`src/design/ostt_pkg.sv`:
```
package ostt_pkg;

	localparam int KIND_BITS = 3;
	localparam int ID_BITS   = 32;
	localparam int DUR_BITS  = 31;
	localparam int TAG_BITS  = 32;
	localparam int STAT_BITS = 2;

	typedef enum logic [KIND_BITS-1:0] {
		KIND_TICK   = 3'd0,
		KIND_SET    = 3'd1,
		KIND_FREE   = 3'd2,
		KIND_PAUSE  = 3'd3,
		KIND_CONT   = 3'd4,
		KIND_RESET  = 3'd5,
		KIND_RSVD6  = 3'd6,
		KIND_RSVD7  = 3'd7
	} kind_t;

	typedef enum logic [STAT_BITS-1:0] {
		STAT_OK    = 2'd0,
		STAT_NOID  = 2'd1,
		STAT_FULL  = 2'd2
	} stat_t;

	localparam logic [ID_BITS-1:0] FIRST_ID = 32'd100;

	// fired results per tick
	localparam int FIRE_MAX  = 16;
	localparam int CNT_BITS  = 5;

endpackage

```
`src/design/ostt_ram.sv`:
```
module ostt_ram #(
	parameter int WIDTH = 8,
	parameter int DEPTH = 16
) (
	input  logic                     clk,
	input  logic                     we,
	input  logic [$clog2(DEPTH)-1:0] waddr,
	input  logic [WIDTH-1:0]         wdata,
	input  logic [$clog2(DEPTH)-1:0] raddr,
	output logic [WIDTH-1:0]         rdata
);

	logic [WIDTH-1:0] mem_q [DEPTH];

	always_ff @(posedge clk) begin
		if (we) begin
			mem_q[waddr] <= wdata;
		end
		rdata <= mem_q[raddr];
	end

endmodule

```
`src/design/ordered_software_timer_table.sv`:
```
// Ordered millisecond timer table.
// Input channel s_*: one transaction per operation. s_tuser carries the kind
// (tick, set, free, pause, continue, reset); s_tdata carries id, duration,
// periodic flag and tag. Output channel m_*: one or more result transactions
// per operation, m_tlast on the final one.
// Each operation walks the ordered list through one slot record RAM with a
// registered read and one shared elapsed-time subtractor/comparator, visiting
// each list entry in the states ST_RD, ST_EL and ST_CMP. A tick fires expired
// timers in order and re-inserts each periodic one by a further walk, and scans
// restart from the head after each fire. s_tready is high only while idle.
// Results sit in an output register; when the receiver stalls the walk pauses
// at the next result until the register frees up. Reset clears the time
// counter, valid bits and list length and sets the id counter to FIRST_ID;
// slot records are written by set before any read, so no clearing pass.
module ordered_software_timer_table #(
	parameter int SLOTS     = 16,
	parameter int TIME_BITS = 32
) (
	input  logic        clk,
	input  logic        arst_n,
	input  logic        s_tvalid,
	output logic        s_tready,
	input  logic [95:0] s_tdata,  // target_id[31:0], duration_ms[62:32], periodic[63], user_tag[95:64]
	input  logic [2:0]  s_tuser,  // kind[2:0]
	output logic        m_tvalid,
	input  logic        m_tready,
	output logic [63:0] m_tdata,  // result_id[31:0], result_tag[63:32]
	output logic [2:0]  m_tuser,  // status[1:0], fired[2]
	output logic        m_tlast
);

	localparam int IW = (SLOTS > 1) ? $clog2(SLOTS) : 1;
	localparam int LW = $clog2(SLOTS + 1);
	localparam int T  = TIME_BITS;
	localparam int CW = (TIME_BITS > ostt_pkg::DUR_BITS) ? TIME_BITS : ostt_pkg::DUR_BITS;

	typedef struct packed {
		logic                            running;
		logic                            periodic;
		logic [ostt_pkg::ID_BITS-1:0]    ident;
		logic [ostt_pkg::DUR_BITS-1:0]   total;
		logic [T-1:0]                    start;
		logic [T-1:0]                    pause_at;
		logic [T-1:0]                    psum;
		logic [ostt_pkg::TAG_BITS-1:0]   tag;
	} rec_t;

	typedef enum logic [1:0] {M_SCAN, M_INS, M_FIND} mode_t;

	typedef enum logic [2:0] {
		ST_IDLE, ST_RD, ST_EL, ST_CMP, ST_FIRE, ST_PUT, ST_RESP, ST_TEND
	} state_t;

	state_t state_q;
	mode_t  mode_q;

	logic [T-1:0]                  now_q;
	logic [ostt_pkg::ID_BITS-1:0]  next_id_q;
	logic [SLOTS-1:0]              valid_q;
	logic [SLOTS-1:0]              done_q;
	logic [IW-1:0]                 order_q [SLOTS];
	logic [LW-1:0]                 len_q;
	logic [LW-1:0]                 p_q;
	logic [IW-1:0]                 cur_q;
	logic [ostt_pkg::CNT_BITS-1:0] cnt_q;

	ostt_pkg::kind_t               kind_q;
	logic [ostt_pkg::ID_BITS-1:0]  tid_q;
	logic [ostt_pkg::DUR_BITS-1:0] dur_q;

	logic [IW-1:0]                 ins_slot_q;
	logic [ostt_pkg::DUR_BITS-1:0] ins_t_q;
	logic                          ret_tick_q;

	rec_t                          rec_q;
	logic [T-1:0]                  el_q;

	logic [IW-1:0]                 fire_slot_q;
	logic                          fire_per_q;
	logic [ostt_pkg::DUR_BITS-1:0] fire_total_q;
	logic [ostt_pkg::ID_BITS-1:0]  fire_id_q;
	logic [ostt_pkg::TAG_BITS-1:0] fire_tag_q;

	logic                          pend_v_q;
	logic [ostt_pkg::ID_BITS-1:0]  pend_id_q;
	logic [ostt_pkg::TAG_BITS-1:0] pend_tag_q;

	ostt_pkg::stat_t               res_stat_q;
	logic [ostt_pkg::ID_BITS-1:0]  res_id_q;

	logic                          out_v_q;
	ostt_pkg::stat_t               out_stat_q;
	logic                          out_fired_q;
	logic [ostt_pkg::ID_BITS-1:0]  out_id_q;
	logic [ostt_pkg::TAG_BITS-1:0] out_tag_q;
	logic                          out_last_q;

	logic                          we_q;
	logic [IW-1:0]                 waddr_q;
	rec_t                          wdata_q;

	logic [$bits(rec_t)-1:0]       rdata;
	rec_t                          rd;
	logic [IW-1:0]                 raddr;
	logic [IW-1:0]                 free_idx;
	logic                          can_load;
	logic                          out_load;
	logic                          at_end;
	logic                          expd;
	logic [ostt_pkg::DUR_BITS-1:0] remain;

	assign rd       = rec_t'(rdata);
	assign raddr    = order_q[p_q[IW-1:0]];
	assign can_load = !out_v_q || m_tready;
	assign out_load = can_load && (((state_q == ST_FIRE) && pend_v_q) ||
		(state_q == ST_RESP) || (state_q == ST_TEND));
	assign at_end   = (p_q >= len_q);
	assign expd     = CW'(el_q) >= CW'(rec_q.total);
	assign remain   = expd ? '0 :
		ostt_pkg::DUR_BITS'(CW'(rec_q.total) - CW'(el_q));

	always_comb begin
		free_idx = '0;
		for (int i = SLOTS - 1; i >= 0; i--) begin
			if (!valid_q[i]) begin
				free_idx = IW'(i);
			end
		end
	end

	ostt_ram #(
		.WIDTH ($bits(rec_t)),
		.DEPTH (SLOTS)
	) u_ram (
		.clk   (clk),
		.we    (we_q),
		.waddr (waddr_q),
		.wdata (wdata_q),
		.raddr (raddr),
		.rdata (rdata)
	);

	always_ff @(posedge clk or negedge arst_n) begin
		if (!arst_n) begin
			state_q    <= ST_IDLE;
			mode_q     <= M_SCAN;
			now_q      <= '0;
			next_id_q  <= ostt_pkg::FIRST_ID;
			valid_q    <= '0;
			done_q     <= '0;
			len_q      <= '0;
			p_q        <= '0;
			cnt_q      <= '0;
			pend_v_q   <= 1'b0;
			ret_tick_q <= 1'b0;
			out_v_q    <= 1'b0;
			we_q       <= 1'b0;
		end else begin
			if (out_load) begin
				out_v_q <= 1'b1;
			end else if (m_tready) begin
				out_v_q <= 1'b0;
			end
			unique case (state_q)
				ST_IDLE: begin
					if (s_tvalid) begin
						kind_q <= ostt_pkg::kind_t'(s_tuser);
						tid_q  <= s_tdata[31:0];
						dur_q  <= s_tdata[62:32];
						p_q    <= '0;
						unique case (ostt_pkg::kind_t'(s_tuser))
							ostt_pkg::KIND_TICK: begin
								now_q    <= now_q + T'(1);
								done_q   <= '0;
								cnt_q    <= '0;
								pend_v_q <= 1'b0;
								mode_q   <= M_SCAN;
								state_q  <= ST_RD;
							end
							ostt_pkg::KIND_SET: begin
								if (len_q >= LW'(SLOTS)) begin
									res_stat_q <= ostt_pkg::STAT_FULL;
									res_id_q   <= '0;
									state_q    <= ST_RESP;
								end else begin
									next_id_q         <= next_id_q + 32'd1;
									res_stat_q        <= ostt_pkg::STAT_OK;
									res_id_q          <= next_id_q + 32'd1;
									valid_q[free_idx] <= 1'b1;
									we_q              <= 1'b1;
									waddr_q           <= free_idx;
									wdata_q           <= '{running: 1'b1,
										periodic: s_tdata[63],
										ident: next_id_q + 32'd1,
										total: s_tdata[62:32],
										start: now_q,
										pause_at: now_q,
										psum: '0,
										tag: s_tdata[95:64]};
									ins_slot_q        <= free_idx;
									ins_t_q           <= s_tdata[62:32];
									ret_tick_q        <= 1'b0;
									mode_q            <= M_INS;
									state_q           <= ST_RD;
								end
							end
							ostt_pkg::KIND_FREE, ostt_pkg::KIND_PAUSE,
							ostt_pkg::KIND_CONT, ostt_pkg::KIND_RESET: begin
								mode_q  <= M_FIND;
								state_q <= ST_RD;
							end
							default: begin
								res_stat_q <= ostt_pkg::STAT_OK;
								res_id_q   <= '0;
								state_q    <= ST_RESP;
							end
						endcase
					end
				end
				ST_RD: begin
					we_q <= 1'b0;
					if (at_end) begin
						unique case (mode_q)
							M_SCAN: state_q <= ST_TEND;
							M_INS:  state_q <= ST_PUT;
							default: begin
								res_stat_q <= ostt_pkg::STAT_NOID;
								res_id_q   <= tid_q;
								state_q    <= ST_RESP;
							end
						endcase
					end else begin
						cur_q   <= raddr;
						state_q <= ST_EL;
					end
				end
				ST_EL: begin
					rec_q   <= rd;
					el_q    <= now_q - rd.start - rd.psum;
					state_q <= ST_CMP;
				end
				ST_CMP: begin
					unique case (mode_q)
						M_SCAN: begin
							if (!rec_q.running || done_q[cur_q]) begin
								p_q     <= p_q + LW'(1);
								state_q <= ST_RD;
							end else if (!expd) begin
								state_q <= ST_TEND;
							end else begin
								done_q[cur_q] <= 1'b1;
								cnt_q         <= cnt_q + ostt_pkg::CNT_BITS'(1);
								fire_slot_q   <= cur_q;
								fire_per_q    <= rec_q.periodic;
								fire_total_q  <= rec_q.total;
								fire_id_q     <= rec_q.ident;
								fire_tag_q    <= rec_q.tag;
								for (int i = 0; i < SLOTS - 1; i++) begin
									if (LW'(i) >= p_q) begin
										order_q[i] <= order_q[i+1];
									end
								end
								len_q <= len_q - LW'(1);
								if (rec_q.periodic) begin
									we_q    <= 1'b1;
									waddr_q <= cur_q;
									wdata_q <= '{running: rec_q.running,
										periodic: rec_q.periodic,
										ident: rec_q.ident,
										total: rec_q.total,
										start: now_q,
										pause_at: rec_q.pause_at,
										psum: '0,
										tag: rec_q.tag};
								end
								state_q <= ST_FIRE;
							end
						end
						M_INS: begin
							if (ins_t_q > remain) begin
								p_q     <= p_q + LW'(1);
								state_q <= ST_RD;
							end else begin
								state_q <= ST_PUT;
							end
						end
						default: begin
							if (rec_q.ident == tid_q) begin
								res_stat_q <= ostt_pkg::STAT_OK;
								res_id_q   <= tid_q;
								waddr_q    <= cur_q;
								priority case (kind_q)
									ostt_pkg::KIND_FREE: begin
										for (int i = 0; i < SLOTS - 1; i++) begin
											if (LW'(i) >= p_q) begin
												order_q[i] <= order_q[i+1];
											end
										end
										len_q          <= len_q - LW'(1);
										valid_q[cur_q] <= 1'b0;
									end
									ostt_pkg::KIND_PAUSE: begin
										we_q    <= 1'b1;
										wdata_q <= '{running: 1'b0,
											periodic: rec_q.periodic,
											ident: rec_q.ident,
											total: rec_q.total,
											start: rec_q.start,
											pause_at: now_q,
											psum: rec_q.psum,
											tag: rec_q.tag};
									end
									ostt_pkg::KIND_CONT: begin
										if (!rec_q.running) begin
											we_q    <= 1'b1;
											wdata_q <= '{running: 1'b1,
												periodic: rec_q.periodic,
												ident: rec_q.ident,
												total: rec_q.total,
												start: rec_q.start,
												pause_at: rec_q.pause_at,
												psum: rec_q.psum +
													(now_q - rec_q.pause_at),
												tag: rec_q.tag};
										end
									end
									default: begin
										we_q    <= 1'b1;
										wdata_q <= '{running: rec_q.running,
											periodic: rec_q.periodic,
											ident: rec_q.ident,
											total: dur_q,
											start: now_q,
											pause_at: rec_q.pause_at,
											psum: '0,
											tag: rec_q.tag};
									end
								endcase
								state_q <= ST_RESP;
							end else begin
								p_q     <= p_q + LW'(1);
								state_q <= ST_RD;
							end
						end
					endcase
				end
				ST_FIRE: begin
					we_q <= 1'b0;
					if (!pend_v_q || can_load) begin
						if (pend_v_q) begin
							out_stat_q  <= ostt_pkg::STAT_OK;
							out_fired_q <= 1'b1;
							out_id_q    <= pend_id_q;
							out_tag_q   <= pend_tag_q;
							out_last_q  <= 1'b0;
						end
						pend_v_q   <= 1'b1;
						pend_id_q  <= fire_id_q;
						pend_tag_q <= fire_tag_q;
						p_q        <= '0;
						if (fire_per_q) begin
							ins_slot_q <= fire_slot_q;
							ins_t_q    <= fire_total_q;
							ret_tick_q <= 1'b1;
							mode_q     <= M_INS;
							state_q    <= ST_RD;
						end else begin
							valid_q[fire_slot_q] <= 1'b0;
							mode_q               <= M_SCAN;
							state_q <= (cnt_q == ostt_pkg::CNT_BITS'(ostt_pkg::FIRE_MAX)) ?
								ST_TEND : ST_RD;
						end
					end
				end
				ST_PUT: begin
					for (int i = 1; i < SLOTS; i++) begin
						if (LW'(i) > p_q) begin
							order_q[i] <= order_q[i-1];
						end
					end
					order_q[p_q[IW-1:0]] <= ins_slot_q;
					len_q <= len_q + LW'(1);
					p_q   <= '0;
					if (ret_tick_q) begin
						mode_q  <= M_SCAN;
						state_q <= (cnt_q == ostt_pkg::CNT_BITS'(ostt_pkg::FIRE_MAX)) ?
							ST_TEND : ST_RD;
					end else begin
						state_q <= ST_RESP;
					end
				end
				ST_RESP: begin
					we_q <= 1'b0;
					if (can_load) begin
						out_stat_q  <= res_stat_q;
						out_fired_q <= 1'b0;
						out_id_q    <= res_id_q;
						out_tag_q   <= '0;
						out_last_q  <= 1'b1;
						state_q     <= ST_IDLE;
					end
				end
				default: begin
					if (can_load) begin
						out_stat_q  <= ostt_pkg::STAT_OK;
						out_fired_q <= pend_v_q;
						out_id_q    <= pend_v_q ? pend_id_q : '0;
						out_tag_q   <= pend_v_q ? pend_tag_q : '0;
						out_last_q  <= 1'b1;
						pend_v_q    <= 1'b0;
						state_q     <= ST_IDLE;
					end
				end
			endcase
		end
	end

	assign s_tready = (state_q == ST_IDLE);
	assign m_tvalid = out_v_q;
	assign m_tdata  = {out_tag_q, out_id_q};
	assign m_tuser  = {out_fired_q, out_stat_q};
	assign m_tlast  = out_last_q;

endmodule

```
`config.mk`:
```
export PLATFORM = sky130hd
export DESIGN_NAME = ordered_software_timer_table
export DESIGN_NICKNAME = d
export VERILOG_FILES = /design/src/design/ostt_pkg.sv /design/src/design/ostt_ram.sv /design/src/design/ordered_software_timer_table.sv
export SDC_FILE = /design/constraint.sdc
export NUM_CORES = 2
export LEC_CHECK = 0
export BUFFER_PORTS_ARGS = -buffer_cell sky130_fd_sc_hd__buf_2
export CORE_ASPECT_RATIO = 1.4
export CORE_UTILIZATION = 62
export CTS_CLUSTER_DIAMETER = 200
export CTS_CLUSTER_SIZE = 12
export DETAILED_ROUTE_END_ITERATION = 12
export PLACE_DENSITY = 0.85
export SYNTH_ARGS = -nofsm -noshare
export SYNTH_HDL_FRONTEND = slang
export SYNTH_HIERARCHICAL = 1
export SYNTH_SLANG_ARGS = --single-unit
```
`constraint.sdc`:
```
create_clock -name clk -period 40.1 [get_ports clk]
set_input_delay 6.015 -clock clk [delete_from_list [all_inputs] [get_ports clk]]
set_output_delay 6.015 -clock clk [all_outputs]
set_load 0.005 [all_outputs]
```
# Word-level counts from Yosys, hierarchy flattened
# Memory sizes are Yosys's and may differ from the RTL's. A register that Yosys moved wholly into a read port is not among the register bits.
# Index checks and enable logic that the tools add are counted.
[totals] reg_bits=913 ramBits=3152 output_inout_bits=70 word_cells=719 mem_count=2
[memory_table] name="u_ram.mem_q" words=16 word_bits=193 read_ports=1 rd_clocked_by_memory_dff=1 write_ports=1 line_no="ostt_ram.sv:13" source="logic [WIDTH-1:0] mem_q [DEPTH];"
[memory_table] name="order_q" words=16 word_bits=4 read_ports=17 rd_clocked_by_memory_dff=0 write_ports=16 line_no="ordered_software_timer_table.sv:61" source="logic [IW-1:0] order_q [SLOTS];"
[op_classes] add_sub_neg=11 order_cmp=40 eq_ne=50 mux=422 bitwise_logic=40 reduce_logical=103
[ops] operator="$mux 193" n=8
[ops] operator="$pmux 193 s2" n=2
[ops] operator="$pmux 193 s3" n=1
[ops] operator="$mux 32" n=16
[ops] operator="$pmux 32 s3" n=3
[ops] operator="$mux 1" n=245
[ops] operator="$mux 4" n=56
[ops] operator="$mux 16" n=13
[ops] operator="$mux 31" n=6
[ops] operator="$sub 32x32->32" n=3
[ops] operator="$mux 5" n=14
[ops] operator="$add 32x1->32 const B" n=2
[ops] operator="$pmux 32 s2" n=1
[ops] operator="$pmux 31 s2" n=1
[ops] operator="$logic_and 1x1->1" n=51
[ops] operator="$pmux 16 s3" n=1
[ops] operator="$gt 4x5->1 const A" n=8
[ops] operator="$pmux 5 s2" n=4
[ops] operator="$reduce_and 6->1" n=6
[ops] operator="$ge 4x5->1 const A" n=7
[ops] operator="$mux 3" n=11
[ops] operator="$add 32x32->32" n=1
[ops] operator="$and 16x16->16" n=2
[ops] operator="$eq 32x32->1" n=1
[ops] operator="other kinds (66)" n=203

# Logic depth before layout (Yosys ltp)
[logic_depth] word_depth=25 depth_mapped=23 depth_no_buf=23

# Cells and area by module
# Netlist, hierarchy kept.
[by_module_without_submodules] module="ostt_ram" instances=1 cells_each=5037 area_per_inst_um2=119702.3 seq_area_each_um2=96592.6
[by_module_without_submodules] module="ordered_software_timer_table" instances=1 cells_each=3856 area_per_inst_um2=47232.8 seq_area_each_um2=28741.3

# Worst setup path before layout
# No wires, ideal clock.
[synth_path] kind="input to register" startpoint="in s_tuser[2]" endpoint="reg wdata_q[0] (netlist name), enable pin" t_arrival_ns=15.489 required_ns=39.330 path_slack_ns=23.841 stages=7 path_cell_list="nor2_1 > and3_1 > clkbuf_1 > a21oi_1 > a21o_1 > a211oi_1 > nor2b_1"
[synth_via] elab_chain_cells=3
[synth_rtl] item="start, declared" line_no="ordered_software_timer_table.sv:24" source="input logic [2:0] s_tuser,"
[synth_rtl] item="$eq 3x1->1" line_no="ordered_software_timer_table.sv:171" source="unique case (ostt_pkg::kind_t'(s_tuser))"
[synth_rtl] item="$ne 2x1->1 (no source line)"
[synth_rtl] item="$reduce_and 12->1 (no source line)"
[synth_rtl] item="end signal, assigned" line_no="ordered_software_timer_table.sv:192" source="wdata_q <= '{running: 1'b1,"
[synth_rtl] item="end signal, assigned" line_no="ordered_software_timer_table.sv:267" source="wdata_q <= '{running: rec_q.running,"
[synth_rtl] item="end signal, assigned" line_no="ordered_software_timer_table.sv:304" source="wdata_q <= '{running: 1'b0,"
[synth_rtl] item="end, declared" line_no="ordered_software_timer_table.sv:100" source="rec_t wdata_q;"
# No other way between the ends.
# A chain may end at the register's enable or synchronous reset.

# Final worst setup path
[layout_path] startpoint="in s_tuser[2]" endpoint="reg wdata_q[47] (netlist name), enable pin"
# Same word-level chain as after synthesis.

==> impl_metrics.tcl <==
set metrics [dict create \
    outcome "complete, no violations" \
    die_area_um2 271000 \
    syn_inst 8893 \
    crit_path_start_kind "input port" \
    synth.top_cell.area_share_pct 71.0 \
    min_period_over_period_pct 22.6 \
    required_ps 40650 \
    tns_ps 0 \
    swShare_pct 33.3 \
    cp_max_fo 54 \
    cts_num_sinks 4258 \
    die_width_um 441 \
    cp.arrival_ps 9620 \
    die_y_um 616 \
    h-tree-depth 5 \
    finalClockSkew_ps 61.8 \
    combPwrFrac_pct 28.7 \
    ys_seq_area_share_pct 75.1 \
    cts_inserted_buffers 396 \
    rsz0062_at_grt "no" \
    cts_hold_buf 0 \
    r2r-end "u_ram/rdata[48]" \
    grt_first_pass_wirelength_mm 651 \
    final_hold_viol_count 0 \
    grt_usage_pct 33.7 \
    yosys.area.top_type "edfxtp_1" \
    drtPass1Iterations 7 \
    portBuffers 172 \
    power_mw 13.6 \
    setup_viol 0 \
    synth_flop_cell "edfxtp_1" \
    synthArstFlopShare_pct 2.82 \
    final_area_um2 183000 \
    syn_area_per_cell_um2 18.8 \
    drtAntennaViolNets 0 \
    synth_seq_cells 4258 \
    wl_per_cell_um 35.0 \
    wirelength_mm 457 \
    min_path_type "flip-flop to flip-flop" \
    cts_tree "yes" \
    nets 9547 \
    finalMaxSlewViolations 0 \
    route.detailed.drc 0 \
    path_clk_slew_ps 60 \
    cts_resized 0 \
    clock_power_share_pct 25.6 \
    tightest_slew_ps 1240 \
    startpoint "s_tuser[2]" \
    final_common_cell "edfxtp_1" \
    r2r-start "p_q[0]" \
    p_per_area_nw_per_um2 74.3 \
    grt_max_degree 118 \
    drt_iter0_drc 13646 \
    core.rowCount 225 \
    synth_nets 9233 \
    initial_utilization_pct 62.3 \
    drive_above_1_share_pct 17.9 \
    core-area_um2 268000 \
    fmaxAchievable_ghz 0.110 \
    postCtsSetupRepairBufs 0 \
    min_from "u_ram/rdata[4]" \
    antenna_found_initial 26 \
    critPathKind "input port to flip-flop" \
    clockBufferDepth 4 \
    fin_crit_ps 9070 \
    ios 173 \
    ys_top_cells_by_area "edfxtp_1 (71%), mux4_2 (10%), dfxtp_1 (2.3%)" \
    seqPwrFrac_pct 45.7 \
    r2r_cells 10 \
    vdd_drop_max_mv 0.0573 \
    clock_latency_ps 940 \
    gr-total-overflow 0 \
    max-cap-violations 0 \
    hold_path_depth 0 \
    syn2layout_area_growth_pct 9.87 \
    p_int_mw 9.09 \
    vias 91073 \
    place_hpwl_mm 248 \
    synth-edff-count 3945 \
    rrSetupSlack_ps 32510 \
    power.switching_mw 4.54 \
    maxSlewHeadroom_pct 17.2 \
    place_area_um2 172000 \
    worstHoldEndpoint "rec_q[4]" \
    syn-cell-area_um2 167000 \
    synth.distinct_cells 90 \
    p_leak_nw 60.9 \
    clockRootBuffer "clkbuf_16" \
    grt_pass1_vias 93716 \
    via_per_inst 6.98 \
    place.gp.congestion 0.990 \
    final_cell_mix "edfxtp_1 (3,945), mux4_2 (744), nand2_1 (671), clkbuf_16 (401), a22oi_1 (352)" \
    end_kind "flip-flop" \
    fillCellCount 15491 \
    ys_warn_count 6 \
]
## worst max path at each step
stage / end / slack, ps / depth (start not counted)
floorplan: wdata_q[0] / 23840 / 7
global placement: wdata_q[106] / 30250 / 9
detailed placement: wdata_q[108] / 30200 / 9
CTS: wdata_q[47] / 31130 / 9
global route: wdata_q[47] / 30970 / 9
finish: wdata_q[47] / 31030 / 9
## flip-flops by register name, indices dropped and copies added (netlist names), 64 cells and up
| name | cells |
|---|---|
| rec_q | 193 |
| u_ram/rdata | 193 |
| order_q | 64 |
| u_ram/mem_q | 3088 |
| wdata_q | 193 |
## cell usage after synthesis, drive strengths merged, types with 11 or more instances
cell type  number
edfxtp       3945
mux4          748
nand2         673
a22oi         352
inv           298
o21ai         256
nor2          235
clkbuf        215
dfxtp         193
buf           192
a21oi         191
ha            173
mux2          135
mux2i         127
xnor2         125
dfrtp         117
xor2           83
a21o           66
nor2b          65
fa             64
nand3          57
and2           55
nand2b         53
nor3           50
and3           42
o221ai         34
a22o           33
nand4          30
a221oi         26
o21a           24
a31oi          19
o31ai          19
nor4           17
a211oi         16
o21bai         14
a21boi         13
or2            13
o211ai         11
o22a           11
## per-stage QoR
stage | util [%] | cells | setup slack [ps] | hold slack [ps]
after floorplan | - | 8893 | 23840 | 386
after global placement | 64.2 | 12327 | 30250 | 387
final | 68.4 | 13048 | 31030 | 381
after detailed placement | 64.2 | 12327 | 30200 | 389
after CTS | 68.4 | 13030 | 31130 | 378
after global routing | 68.4 | 13042 | 30970 | 387
## cells by family (layout without fill, tap and decap cells)
kind of cell | Yosys count | in the layout | synth area share, %
compound gates | 1145 | 1145 | 4.63
xor+xnor | 208 | 208 | 1.09
fa+ha+maj | 237 | 237 | 2.06
buf+inv | 707 | 1326 | 1.80
flops | 4258 | 4258 | 75.1
mux | 1010 | 1010 | 11.8
other cells | 0 | 18 | 0
simple gates | 1328 | 1328 | 3.58
## worst max-delay path, cell delays in order
cell	delay, ps
buf_2	150
nor2_1	230
and3_1	300
a21oi_1	160
a21o_1	190
a211oi_1	270
nor2b_4	650
buf_4	940
buf_4	620
## power by group through the flow
stage,registers [mW],logic (mW),clock network [mW]
6_report,6.23,3.91,3.49
5_1_grt,6.25,4.08,3.65
4_1_cts,6.21,3.87,3.50
3_5_place_dp,6.27,3.77,0
3_3_place_gp,6.22,3.66,0
2_1_floorplan,6.14,2.62,0
## area by class of cell
type,instances,area (um2),share of cell area (%)
Inverter,300,1130,0.614
Antenna cell,18,45.0,0.0246
Clock buffer,686,11100,6.05
Timing Repair Buffer,323,2160,1.18
Clock inverter,17,327,0.178
Sequential cell,4258,125000,68.3
Multi-Input combinational cell,3928,38900,21.2
Tap cell,3518,4400,2.40
## routing by layer
layer  track usage [%]  vias up  share of wire [%]
met1              40.8    45978                 32
li1                  -    35856                  -
met4              21.4       22                7.4
met3              6.07     1652                 11
met5                 0        -              0.033
met2              56.0     7565                 50
Note: power is estimated with default switching activity, not from simulation.
